### config.mk
export PLATFORM = sky130hd
export DESIGN_NAME = audio_record_stream_deframer
export DESIGN_NICKNAME = d
export VERILOG_FILES = /design/src/rtl/ardf_pkg.sv /design/src/rtl/ardf_parser.sv /design/src/rtl/ardf_frame_math.sv /design/src/rtl/audio_record_stream_deframer.sv
export SDC_FILE = /design/constraint.sdc
export NUM_CORES = 2
export LEC_CHECK = 0
export ABC_CLOCK_PERIOD_IN_PS = 46700
export BUFFER_PORTS_ARGS = -buffer_cell sky130_fd_sc_hd__buf_2
export CORE_ASPECT_RATIO = 1.1
export CORE_MARGIN = 2
export CORE_UTILIZATION = 41
export DETAILED_ROUTE_END_ITERATION = 10
export PLACE_DENSITY = 0.67
export SLEW_MARGIN = 40
export SYNTH_ARGS = -nofsm -noshare
export SYNTH_HDL_FRONTEND = slang
export SYNTH_SLANG_ARGS = --single-unit
### constraint.sdc
create_clock -name clk_i -period 46.7 [get_ports clk_i]
set_input_delay 2.335 -clock clk_i [delete_from_list [all_inputs] [get_ports clk_i]]
set_output_delay 2.335 -clock clk_i [all_outputs]
set_load 0.005 [all_outputs]
### src/rtl/ardf_pkg.sv
package ardf_pkg;

  localparam int unsigned HEADER_BYTES_DEF = 16;

  localparam logic [15:0] MAGIC_LEN   = 16'd4;
  localparam logic [15:0] VERSION_POS = 16'd4;
  localparam logic [15:0] CODEC_POS   = 16'd5;
  localparam logic [15:0] FIELDS_LO   = 16'd6;
  localparam logic [15:0] FIELDS_HI   = 16'd11;
  localparam logic [15:0] RSVD_LO     = 16'd12;
  localparam logic [15:0] RSVD_HI     = 16'd15;
  localparam logic [16:0] TRAILER_LEN = 17'd6;

  // x / 1000 == (x * FS_RECIP) >> FS_SHIFT for every x below 2^24
  localparam logic [24:0] FS_RECIP = 25'd17179870;
  localparam int unsigned FS_SHIFT = 34;

  typedef enum logic [2:0] {
    PH_HEADER  = 3'd0,
    PH_LENGTH  = 3'd1,
    PH_PAYLOAD = 3'd2,
    PH_TRAILER = 3'd3,
    PH_ENDED   = 3'd4,
    PH_FAILED  = 3'd5
  } phase_e;

  typedef enum logic [3:0] {
    EV_NEED_MORE   = 4'd0,
    EV_HEADER      = 4'd1,
    EV_PACKET      = 4'd2,
    EV_TRAILER     = 4'd3,
    EV_BAD_MAGIC   = 4'd4,
    EV_BAD_FORMAT  = 4'd5,
    EV_BAD_LENGTH  = 4'd6,
    EV_BAD_TRAILER = 4'd7,
    EV_AFTER_END   = 4'd8
  } event_e;

  typedef enum logic [2:0] {
    CFG_MAGIC     = 3'd0,
    CFG_VERSION   = 3'd1,
    CFG_CODEC     = 3'd2,
    CFG_TRAILER   = 3'd3,
    CFG_PKT_LIMIT = 3'd4
  } cfg_idx_e;

  typedef struct packed {
    logic [31:0] magic_word;
    logic [7:0]  format_version;
    logic [7:0]  codec_id;
    logic [15:0] trailer_code;
    logic [15:0] packet_limit;
  } cfg_t;

  typedef struct packed {
    event_e      event_res;
    logic        payload_valid;
    logic [7:0]  payload_byte;
    logic        payload_last;
    logic [15:0] sample_rate;
    logic [7:0]  channel_count;
    logic [7:0]  frame_millis;
    logic [15:0] pre_skip_samples;
    logic [31:0] end_sample_count;
    logic [31:0] packets_seen;
    logic [31:0] bytes_taken;
  } res_t;

endpackage

### src/rtl/ardf_parser.sv
module ardf_parser import ardf_pkg::*; #(
  parameter int unsigned HEADER_BYTES = HEADER_BYTES_DEF
) (
  input  logic       clk_i,
  input  logic       rst_ni,
  input  logic       fire_i,
  input  logic       en_i,
  input  logic [7:0] data_byte_i,
  input  cfg_t       cfg_i,
  output res_t       res_o
);

  phase_e      phase_q, phase_d;
  logic [15:0] idx_q, idx_d;
  logic        magic_ok_q, magic_ok_d;
  logic        fmt_ok_q, fmt_ok_d;
  logic [7:0]  len_lo_q, len_lo_d;
  logic [15:0] rec_len_q, rec_len_d;
  logic [47:0] hdr_q, hdr_d;
  logic [47:0] trl_q, trl_d;
  logic [31:0] pkt_cnt_q, pkt_cnt_d;
  logic [31:0] byte_cnt_q, byte_cnt_d;

  logic [16:0] idx_inc;
  logic [15:0] rec_len_in;
  logic [2:0]  hdr_pos;
  logic [2:0]  trl_pos;
  logic [15:0] hdr_off;
  event_e      ev;
  logic        pv;
  logic        pl;
  res_t        res_d, res_q;

  assign idx_inc    = {1'b0, idx_q} + 17'd1;
  assign rec_len_in = {data_byte_i, len_lo_q};
  assign hdr_off    = idx_q - FIELDS_LO;
  assign hdr_pos    = hdr_off[2:0];
  assign trl_pos    = idx_q[2:0];

  always_comb begin
    phase_d    = phase_q;
    idx_d      = idx_q;
    magic_ok_d = magic_ok_q;
    fmt_ok_d   = fmt_ok_q;
    len_lo_d   = len_lo_q;
    rec_len_d  = rec_len_q;
    hdr_d      = hdr_q;
    trl_d      = trl_q;
    pkt_cnt_d  = pkt_cnt_q;
    byte_cnt_d = byte_cnt_q;
    ev         = EV_NEED_MORE;
    pv         = 1'b0;
    pl         = 1'b0;

    unique case (phase_q)
      PH_HEADER: begin
        byte_cnt_d = byte_cnt_q + 32'd1;
        if (idx_q < MAGIC_LEN) begin
          if (data_byte_i != cfg_i.magic_word[{idx_q[1:0], 3'b000} +: 8]) begin
            magic_ok_d = 1'b0;
          end
        end else if (idx_q == VERSION_POS) begin
          if (data_byte_i != cfg_i.format_version) fmt_ok_d = 1'b0;
        end else if (idx_q == CODEC_POS) begin
          if (data_byte_i != cfg_i.codec_id) fmt_ok_d = 1'b0;
        end else if (idx_q >= FIELDS_LO && idx_q <= FIELDS_HI) begin
          hdr_d[{hdr_pos, 3'b000} +: 8] = data_byte_i;
        end else if (idx_q >= RSVD_LO && idx_q <= RSVD_HI) begin
          if (data_byte_i != 8'd0) fmt_ok_d = 1'b0;
        end
        if (idx_inc >= 17'(HEADER_BYTES)) begin
          idx_d = 16'd0;
          if (!magic_ok_d) begin
            ev      = EV_BAD_MAGIC;
            phase_d = PH_FAILED;
          end else if (!fmt_ok_d) begin
            ev      = EV_BAD_FORMAT;
            phase_d = PH_FAILED;
          end else begin
            ev      = EV_HEADER;
            phase_d = PH_LENGTH;
          end
        end else begin
          idx_d = idx_inc[15:0];
        end
      end
      PH_LENGTH: begin
        byte_cnt_d = byte_cnt_q + 32'd1;
        if (idx_q == 16'd0) begin
          len_lo_d = data_byte_i;
          idx_d    = 16'd1;
        end else begin
          idx_d = 16'd0;
          if (rec_len_in == 16'd0) begin
            phase_d = PH_TRAILER;
          end else if (rec_len_in > cfg_i.packet_limit) begin
            ev      = EV_BAD_LENGTH;
            phase_d = PH_FAILED;
          end else begin
            rec_len_d = rec_len_in;
            phase_d   = PH_PAYLOAD;
          end
        end
      end
      PH_PAYLOAD: begin
        byte_cnt_d = byte_cnt_q + 32'd1;
        pv         = 1'b1;
        if (idx_inc >= {1'b0, rec_len_q}) begin
          pl        = 1'b1;
          ev        = EV_PACKET;
          pkt_cnt_d = pkt_cnt_q + 32'd1;
          idx_d     = 16'd0;
          phase_d   = PH_LENGTH;
        end else begin
          idx_d = idx_inc[15:0];
        end
      end
      PH_TRAILER: begin
        byte_cnt_d = byte_cnt_q + 32'd1;
        trl_d[{trl_pos, 3'b000} +: 8] = data_byte_i;
        if (idx_inc >= TRAILER_LEN) begin
          idx_d = 16'd0;
          if (trl_d[15:0] != cfg_i.trailer_code) begin
            ev      = EV_BAD_TRAILER;
            phase_d = PH_FAILED;
          end else begin
            ev      = EV_TRAILER;
            phase_d = PH_ENDED;
          end
        end else begin
          idx_d = idx_inc[15:0];
        end
      end
      PH_ENDED: begin
        ev      = EV_AFTER_END;
        phase_d = PH_FAILED;
      end
      default: begin
        ev      = EV_BAD_FORMAT;
        phase_d = PH_FAILED;
      end
    endcase
  end

  always_comb begin
    res_d.event_res        = ev;
    res_d.payload_valid    = pv;
    res_d.payload_byte     = pv ? data_byte_i : 8'd0;
    res_d.payload_last     = pl;
    res_d.sample_rate      = hdr_d[15:0];
    res_d.channel_count    = hdr_d[23:16];
    res_d.frame_millis     = hdr_d[31:24];
    res_d.pre_skip_samples = hdr_d[47:32];
    res_d.end_sample_count = trl_d[47:16];
    res_d.packets_seen     = pkt_cnt_d;
    res_d.bytes_taken      = byte_cnt_d;
  end

  always_ff @(posedge clk_i or negedge rst_ni) begin
    if (!rst_ni) begin
      phase_q    <= PH_HEADER;
      idx_q      <= 16'd0;
      magic_ok_q <= 1'b1;
      fmt_ok_q   <= 1'b1;
      len_lo_q   <= 8'd0;
      rec_len_q  <= 16'd0;
      hdr_q      <= 48'd0;
      trl_q      <= 48'd0;
      pkt_cnt_q  <= 32'd0;
      byte_cnt_q <= 32'd0;
    end else if (fire_i) begin
      phase_q    <= phase_d;
      idx_q      <= idx_d;
      magic_ok_q <= magic_ok_d;
      fmt_ok_q   <= fmt_ok_d;
      len_lo_q   <= len_lo_d;
      rec_len_q  <= rec_len_d;
      hdr_q      <= hdr_d;
      trl_q      <= trl_d;
      pkt_cnt_q  <= pkt_cnt_d;
      byte_cnt_q <= byte_cnt_d;
    end
  end

  always_ff @(posedge clk_i) begin
    if (en_i) begin
      res_q <= res_d;
    end
  end

  assign res_o = res_q;

endmodule

### src/rtl/ardf_frame_math.sv
module ardf_frame_math import ardf_pkg::*; (
  input  logic        clk_i,
  input  logic        en_i,
  input  logic [15:0] sample_rate_i,
  input  logic [7:0]  frame_millis_i,
  output logic [14:0] frame_samples_o
);

  logic [23:0] prod_q, prod_d;
  logic [48:0] scaled;
  logic [14:0] quot_q, quot_d;

  assign prod_d = 24'(sample_rate_i) * 24'(frame_millis_i);

  // divide by 1000 through the reciprocal
  assign scaled = 49'(prod_q) * 49'(FS_RECIP);
  assign quot_d = scaled[FS_SHIFT +: 15];

  always_ff @(posedge clk_i) begin
    if (en_i) begin
      prod_q <= prod_d;
      quot_q <= quot_d;
    end
  end

  assign frame_samples_o = quot_q;

endmodule

### src/rtl/audio_record_stream_deframer.sv
// Channel   Direction  Handshake                 Payload
// in        input      in_valid_i / in_ready_o   data_byte_i
// out       output     out_valid_o / out_ready_i event_res_o .. bytes_taken_o
// cfg       input      cfg_we_i                  cfg_addr_i, cfg_wdata_i
//
// One byte per clock while results are taken; each result is registered through
// the parse stage, rate x frame multiply and reciprocal multiply (divide by 1000).
// Reset clears the parse state and counters and loads the register defaults.
// While the output holds an untaken result the whole pipeline holds and
// in_ready_o drops; it follows out_ready_i within the same cycle.
module audio_record_stream_deframer import ardf_pkg::*; #(
  parameter int unsigned HEADER_BYTES = HEADER_BYTES_DEF
) (
  input  logic        clk_i,
  input  logic        rst_ni,

  input  logic        cfg_we_i,
  input  logic [2:0]  cfg_addr_i,
  input  logic [31:0] cfg_wdata_i,

  input  logic        in_valid_i,
  output logic        in_ready_o,
  input  logic [7:0]  data_byte_i,

  output logic        out_valid_o,
  input  logic        out_ready_i,
  output logic [3:0]  event_res_o,
  output logic        payload_valid_o,
  output logic [7:0]  payload_byte_o,
  output logic        payload_last_o,
  output logic [15:0] sample_rate_o,
  output logic [7:0]  channel_count_o,
  output logic [7:0]  frame_millis_o,
  output logic [15:0] pre_skip_samples_o,
  output logic [14:0] frame_samples_o,
  output logic [31:0] end_sample_count_o,
  output logic [31:0] packets_seen_o,
  output logic [31:0] bytes_taken_o
);

  cfg_t cfg_q, cfg_d;
  logic en;
  logic fire;
  logic v1_q, v2_q, v3_q;
  res_t r1, r2_q, r3_q;
  logic [14:0] frame_samples;

  assign en         = !v3_q || out_ready_i;
  assign in_ready_o = en;
  assign fire       = in_valid_i && en;

  always_comb begin
    cfg_d = cfg_q;
    if (cfg_we_i) begin
      unique case (cfg_idx_e'(cfg_addr_i))
        CFG_MAGIC:     cfg_d.magic_word     = cfg_wdata_i;
        CFG_VERSION:   cfg_d.format_version = cfg_wdata_i[7:0];
        CFG_CODEC:     cfg_d.codec_id       = cfg_wdata_i[7:0];
        CFG_TRAILER:   cfg_d.trailer_code   = cfg_wdata_i[15:0];
        CFG_PKT_LIMIT: cfg_d.packet_limit   = cfg_wdata_i[15:0];
        default:       cfg_d = cfg_q;
      endcase
    end
  end

  always_ff @(posedge clk_i or negedge rst_ni) begin
    if (!rst_ni) begin
      cfg_q.magic_word     <= 32'd0;
      cfg_q.format_version <= 8'd1;
      cfg_q.codec_id       <= 8'd0;
      cfg_q.trailer_code   <= 16'd0;
      cfg_q.packet_limit   <= 16'd1275;
    end else begin
      cfg_q <= cfg_d;
    end
  end

  always_ff @(posedge clk_i or negedge rst_ni) begin
    if (!rst_ni) begin
      v1_q <= 1'b0;
      v2_q <= 1'b0;
      v3_q <= 1'b0;
    end else if (en) begin
      v1_q <= fire;
      v2_q <= v1_q;
      v3_q <= v2_q;
    end
  end

  ardf_parser #(
    .HEADER_BYTES(HEADER_BYTES)
  ) u_parser (
    .clk_i       (clk_i),
    .rst_ni      (rst_ni),
    .fire_i      (fire),
    .en_i        (en),
    .data_byte_i (data_byte_i),
    .cfg_i       (cfg_q),
    .res_o       (r1)
  );

  ardf_frame_math u_frame_math (
    .clk_i           (clk_i),
    .en_i            (en),
    .sample_rate_i   (r1.sample_rate),
    .frame_millis_i  (r1.frame_millis),
    .frame_samples_o (frame_samples)
  );

  always_ff @(posedge clk_i) begin
    if (en) begin
      r2_q <= r1;
      r3_q <= r2_q;
    end
  end

  assign out_valid_o        = v3_q;
  assign event_res_o        = r3_q.event_res;
  assign payload_valid_o    = r3_q.payload_valid;
  assign payload_byte_o     = r3_q.payload_byte;
  assign payload_last_o     = r3_q.payload_last;
  assign sample_rate_o      = r3_q.sample_rate;
  assign channel_count_o    = r3_q.channel_count;
  assign frame_millis_o     = r3_q.frame_millis;
  assign pre_skip_samples_o = r3_q.pre_skip_samples;
  assign frame_samples_o    = frame_samples;
  assign end_sample_count_o = r3_q.end_sample_count;
  assign packets_seen_o     = r3_q.packets_seen;
  assign bytes_taken_o      = r3_q.bytes_taken;

endmodule

==> metrics <==
core area=107,000 µm²; worst hold path class=reg -> reg; worst rel slew slack=45.0%; total negative slack=0 ns; vias=26.4k; commonest non-fill, non-tap cell in the layout=edfxtp_1; #FFs+latches synth=801; fin crit period=6.83 ns; kind of end point of the critical path=flop; post-synth cell types=75; CTS resizes=0; Util after Layout=46.6%; data required time at the worst endpoint=47.12 ns; clock latency on the worst-skew pair=0.68 ns; placer's final routability congestion estimate=0.886; EDFF count, synth=513; Gate Count Post-Synth=3,539; IO Pins=223; post-route ant nets=0; fill cell count=9,621; starting density of the core=41.2%; ys async rst share=36.0%; Setup Buffers After CTS=0; Synthesis Warnings=0; die height=348 µm; number of global-route vias before repair=27.6k; Root Driver=clkbuf_16; dpl hpwl=68,100 µm; Final Max Slew Viols=0; slowest cell on the critical path=edfxtp_1; Layout Area Growth over Synthesis=13.1%; TritonCTS sink count=801; Clock Skew=0.0414 ns; DRT Pass-1 Iters=5; leading cell types in the layout, fill and taps excluded=edfxtp_1, inv_1, nand2_1, ha_1, dfrtp_1; Main synth FF type=edfxtp_1; CP cell instances=fa_1, inv_1, fa_1, inv_1, ha_1, fa_1, fa_1, fa_1, inv_1, fa_1, inv_1, ha_1, a21oi_1, o211ai_1, a211oi_1, o22a_1, o31a_1, o2111ai_1, a221oi_1, xnor2_1; final net count=4,424; worst path bufs/invs=4; status=finished, final reports clean; share of cells above drive strength 1=14.7%; synthesized cell area=44,100 µm²; CP Class=reg -> reg; port bufs=222; final hold vios=0; GRT overflow=0; fmax=147 MHz; Rows=126; Slew @ Worst Pin=0.824 ns; drt wl/cell=18.3 µm; fin crit share=14.6%; Die Area=110,000 µm²; initial DRC count=1,605; Via density=5.03; first-pass GRT wire length=153,000 µm; GRT Util Overall=17.9%; Mean Syn Cell Area=12.5 µm²; Chip Width=317 µm; Post-Syn Nets=4,189; routed wire length=96,400 µm; final non-filler cell total=5,259; crit path max fanout=11; pin count of the biggest net entering global routing=171; sequential area share after synthesis=51.3%; buffer depth of the longest clock path=3; Crit path arrival time=7.24 ns; H-tree depth=3; number of setup violations in the final report=0; WHS=0.400 ns; # DRC=0; Most common cell on crit path=fa_1; clock-pin transition on the worst setup and hold timing paths=0.06 ns; Crit path largest cell delay=0.64 ns; kind of cell adding the most delay to the critical path=adder cells; Placed Cells=5,092; Num CTS Buffers=87; Hold-fix buffers, CTS=0; CP Launch Type=flop; initial antenna violation count=1; RSZ-0062 raised after global routing=no; CTS tree=yes; max_cap viols=0
-- Yosys cell counts, types with 4 or more instances --
cell type  count  share of area, %
o21bai_1       4             0.068
a2111oi_0      4             0.079
ha_1         343               9.7
clkbuf_1      83              0.71
nor2_1        89              0.76
nand2b_1      15              0.21
o211ai_1      12              0.20
or3_1         16              0.23
dfstp_2       11              0.66
o31ai_1       10              0.17
o21a_1         5             0.085
and3_1        42              0.60
nand4b_1       4             0.079
nor2b_1       10              0.14
nand4_1       37              0.53
buf_1          6             0.051
o22ai_1        4             0.057
mux2i_1       15              0.34
dfrtp_1      277                16
and2_1        75               1.1
xnor2_1      132               2.6
fa_1         259                12
o21ai_0      123               1.4
nand2_1      429               3.7
mux4_2         8              0.41
xor2_1        73               1.5
mux2_2       141               3.6
o22a_1         4             0.079
buf_2          9              0.10
a211oi_1      10              0.17
a31oi_1       12              0.17
a21o_1        31              0.53
nor3_1        32              0.36
or4_1          4             0.068
nand3_1       71              0.81
a21oi_1       50              0.57
a22o_1         5             0.099
nor3b_1        5             0.085
edfxtp_1     513                35
inv_1        497               4.2
o2111ai_1      7              0.14
nor4_1         7             0.099
-- stage by stage --
stage / instance area, µm² / setup WS [ns]
floorplan: 44100 / 25.21
global placement: 46800 / 39.96
detailed placement: 46900 / 39.87
finish: 49900 / 39.87
CTS: 49800 / 39.88
global route: 49900 / 39.52
-- metal layers --
layer / track usage (%) / share of wire (%)
met3: 3.03 / 4.5
met5: 0 / 0
met4: 5.66 / 2.7
met1: 23.0 / 43
met2: 30.6 / 50
-- flip-flops by register name, summed over array words and instances (netlist names), 24 cells and up --
| register | cells |
|---|---|
| bytes_taken_o | 32 |
| cfg_q | 80 |
| end_sample_count_o | 32 |
| packets_seen_o | 32 |
| r2_q | 158 |
| u_frame_math.prod_q | 24 |
| u_parser.byte_cnt_q | 32 |
| u_parser.hdr_q | 48 |
| u_parser.pkt_cnt_q | 32 |
| u_parser.res_o | 158 |
| u_parser.trl_q | 48 |
-- layout make-up --
| cell class | instances | area [µm²] | share of cell area (%) |
|---|---|---|---|
| clock buffers | 109 | 2300 | 4.61 |
| clock inverters | 55 | 674 | 1.35 |
| multi-input cells | 2141 | 19200 | 38.6 |
| diodes | 2 | 5.00 | 0.0100 |
| inverters | 497 | 1870 | 3.74 |
| well taps | 1408 | 1760 | 3.53 |
| repair buffers | 246 | 1380 | 2.78 |
| flip-flops and latches | 801 | 22600 | 45.4 |
-- final timing paths --
check	startpoint	endpoint	cells after the start	slack (ns)
setup / recovery	u_frame_math.prod_q[20]	u_frame_math.frame_samples_o[11]	20	39.87
hold / removal	u_parser.res_o[109]	r2_q[109]	0	0.40
setup reg to reg	u_frame_math.prod_q[20]	u_frame_math.frame_samples_o[11]	20	39.87
hold reg to reg	u_parser.res_o[109]	r2_q[109]	0	0.40
max in group asynchronous	rst_ni	u_parser.hdr_q[0]	3	43.75
min in group asynchronous	rst_ni	u_parser.byte_cnt_q[8]	1	1.55
-- cell families after synthesis --
| family | Yosys count | synth area share [%] |
|---|---|---|
| buffers and inverters | 597 | 5.13 |
| AOI/OAI and AO/OA | 319 | 4.63 |
| xor gates and xnor gates | 205 | 4.07 |
| DFF | 801 | 51.3 |
| muxes | 164 | 4.35 |
| and+or+nand+nor | 851 | 9.00 |
| adders and majority gates | 602 | 21.5 |
Power is left out: the tool's default activity adds up to more than one toggle a clock period on the data nets, which glitch-free logic cannot reach.
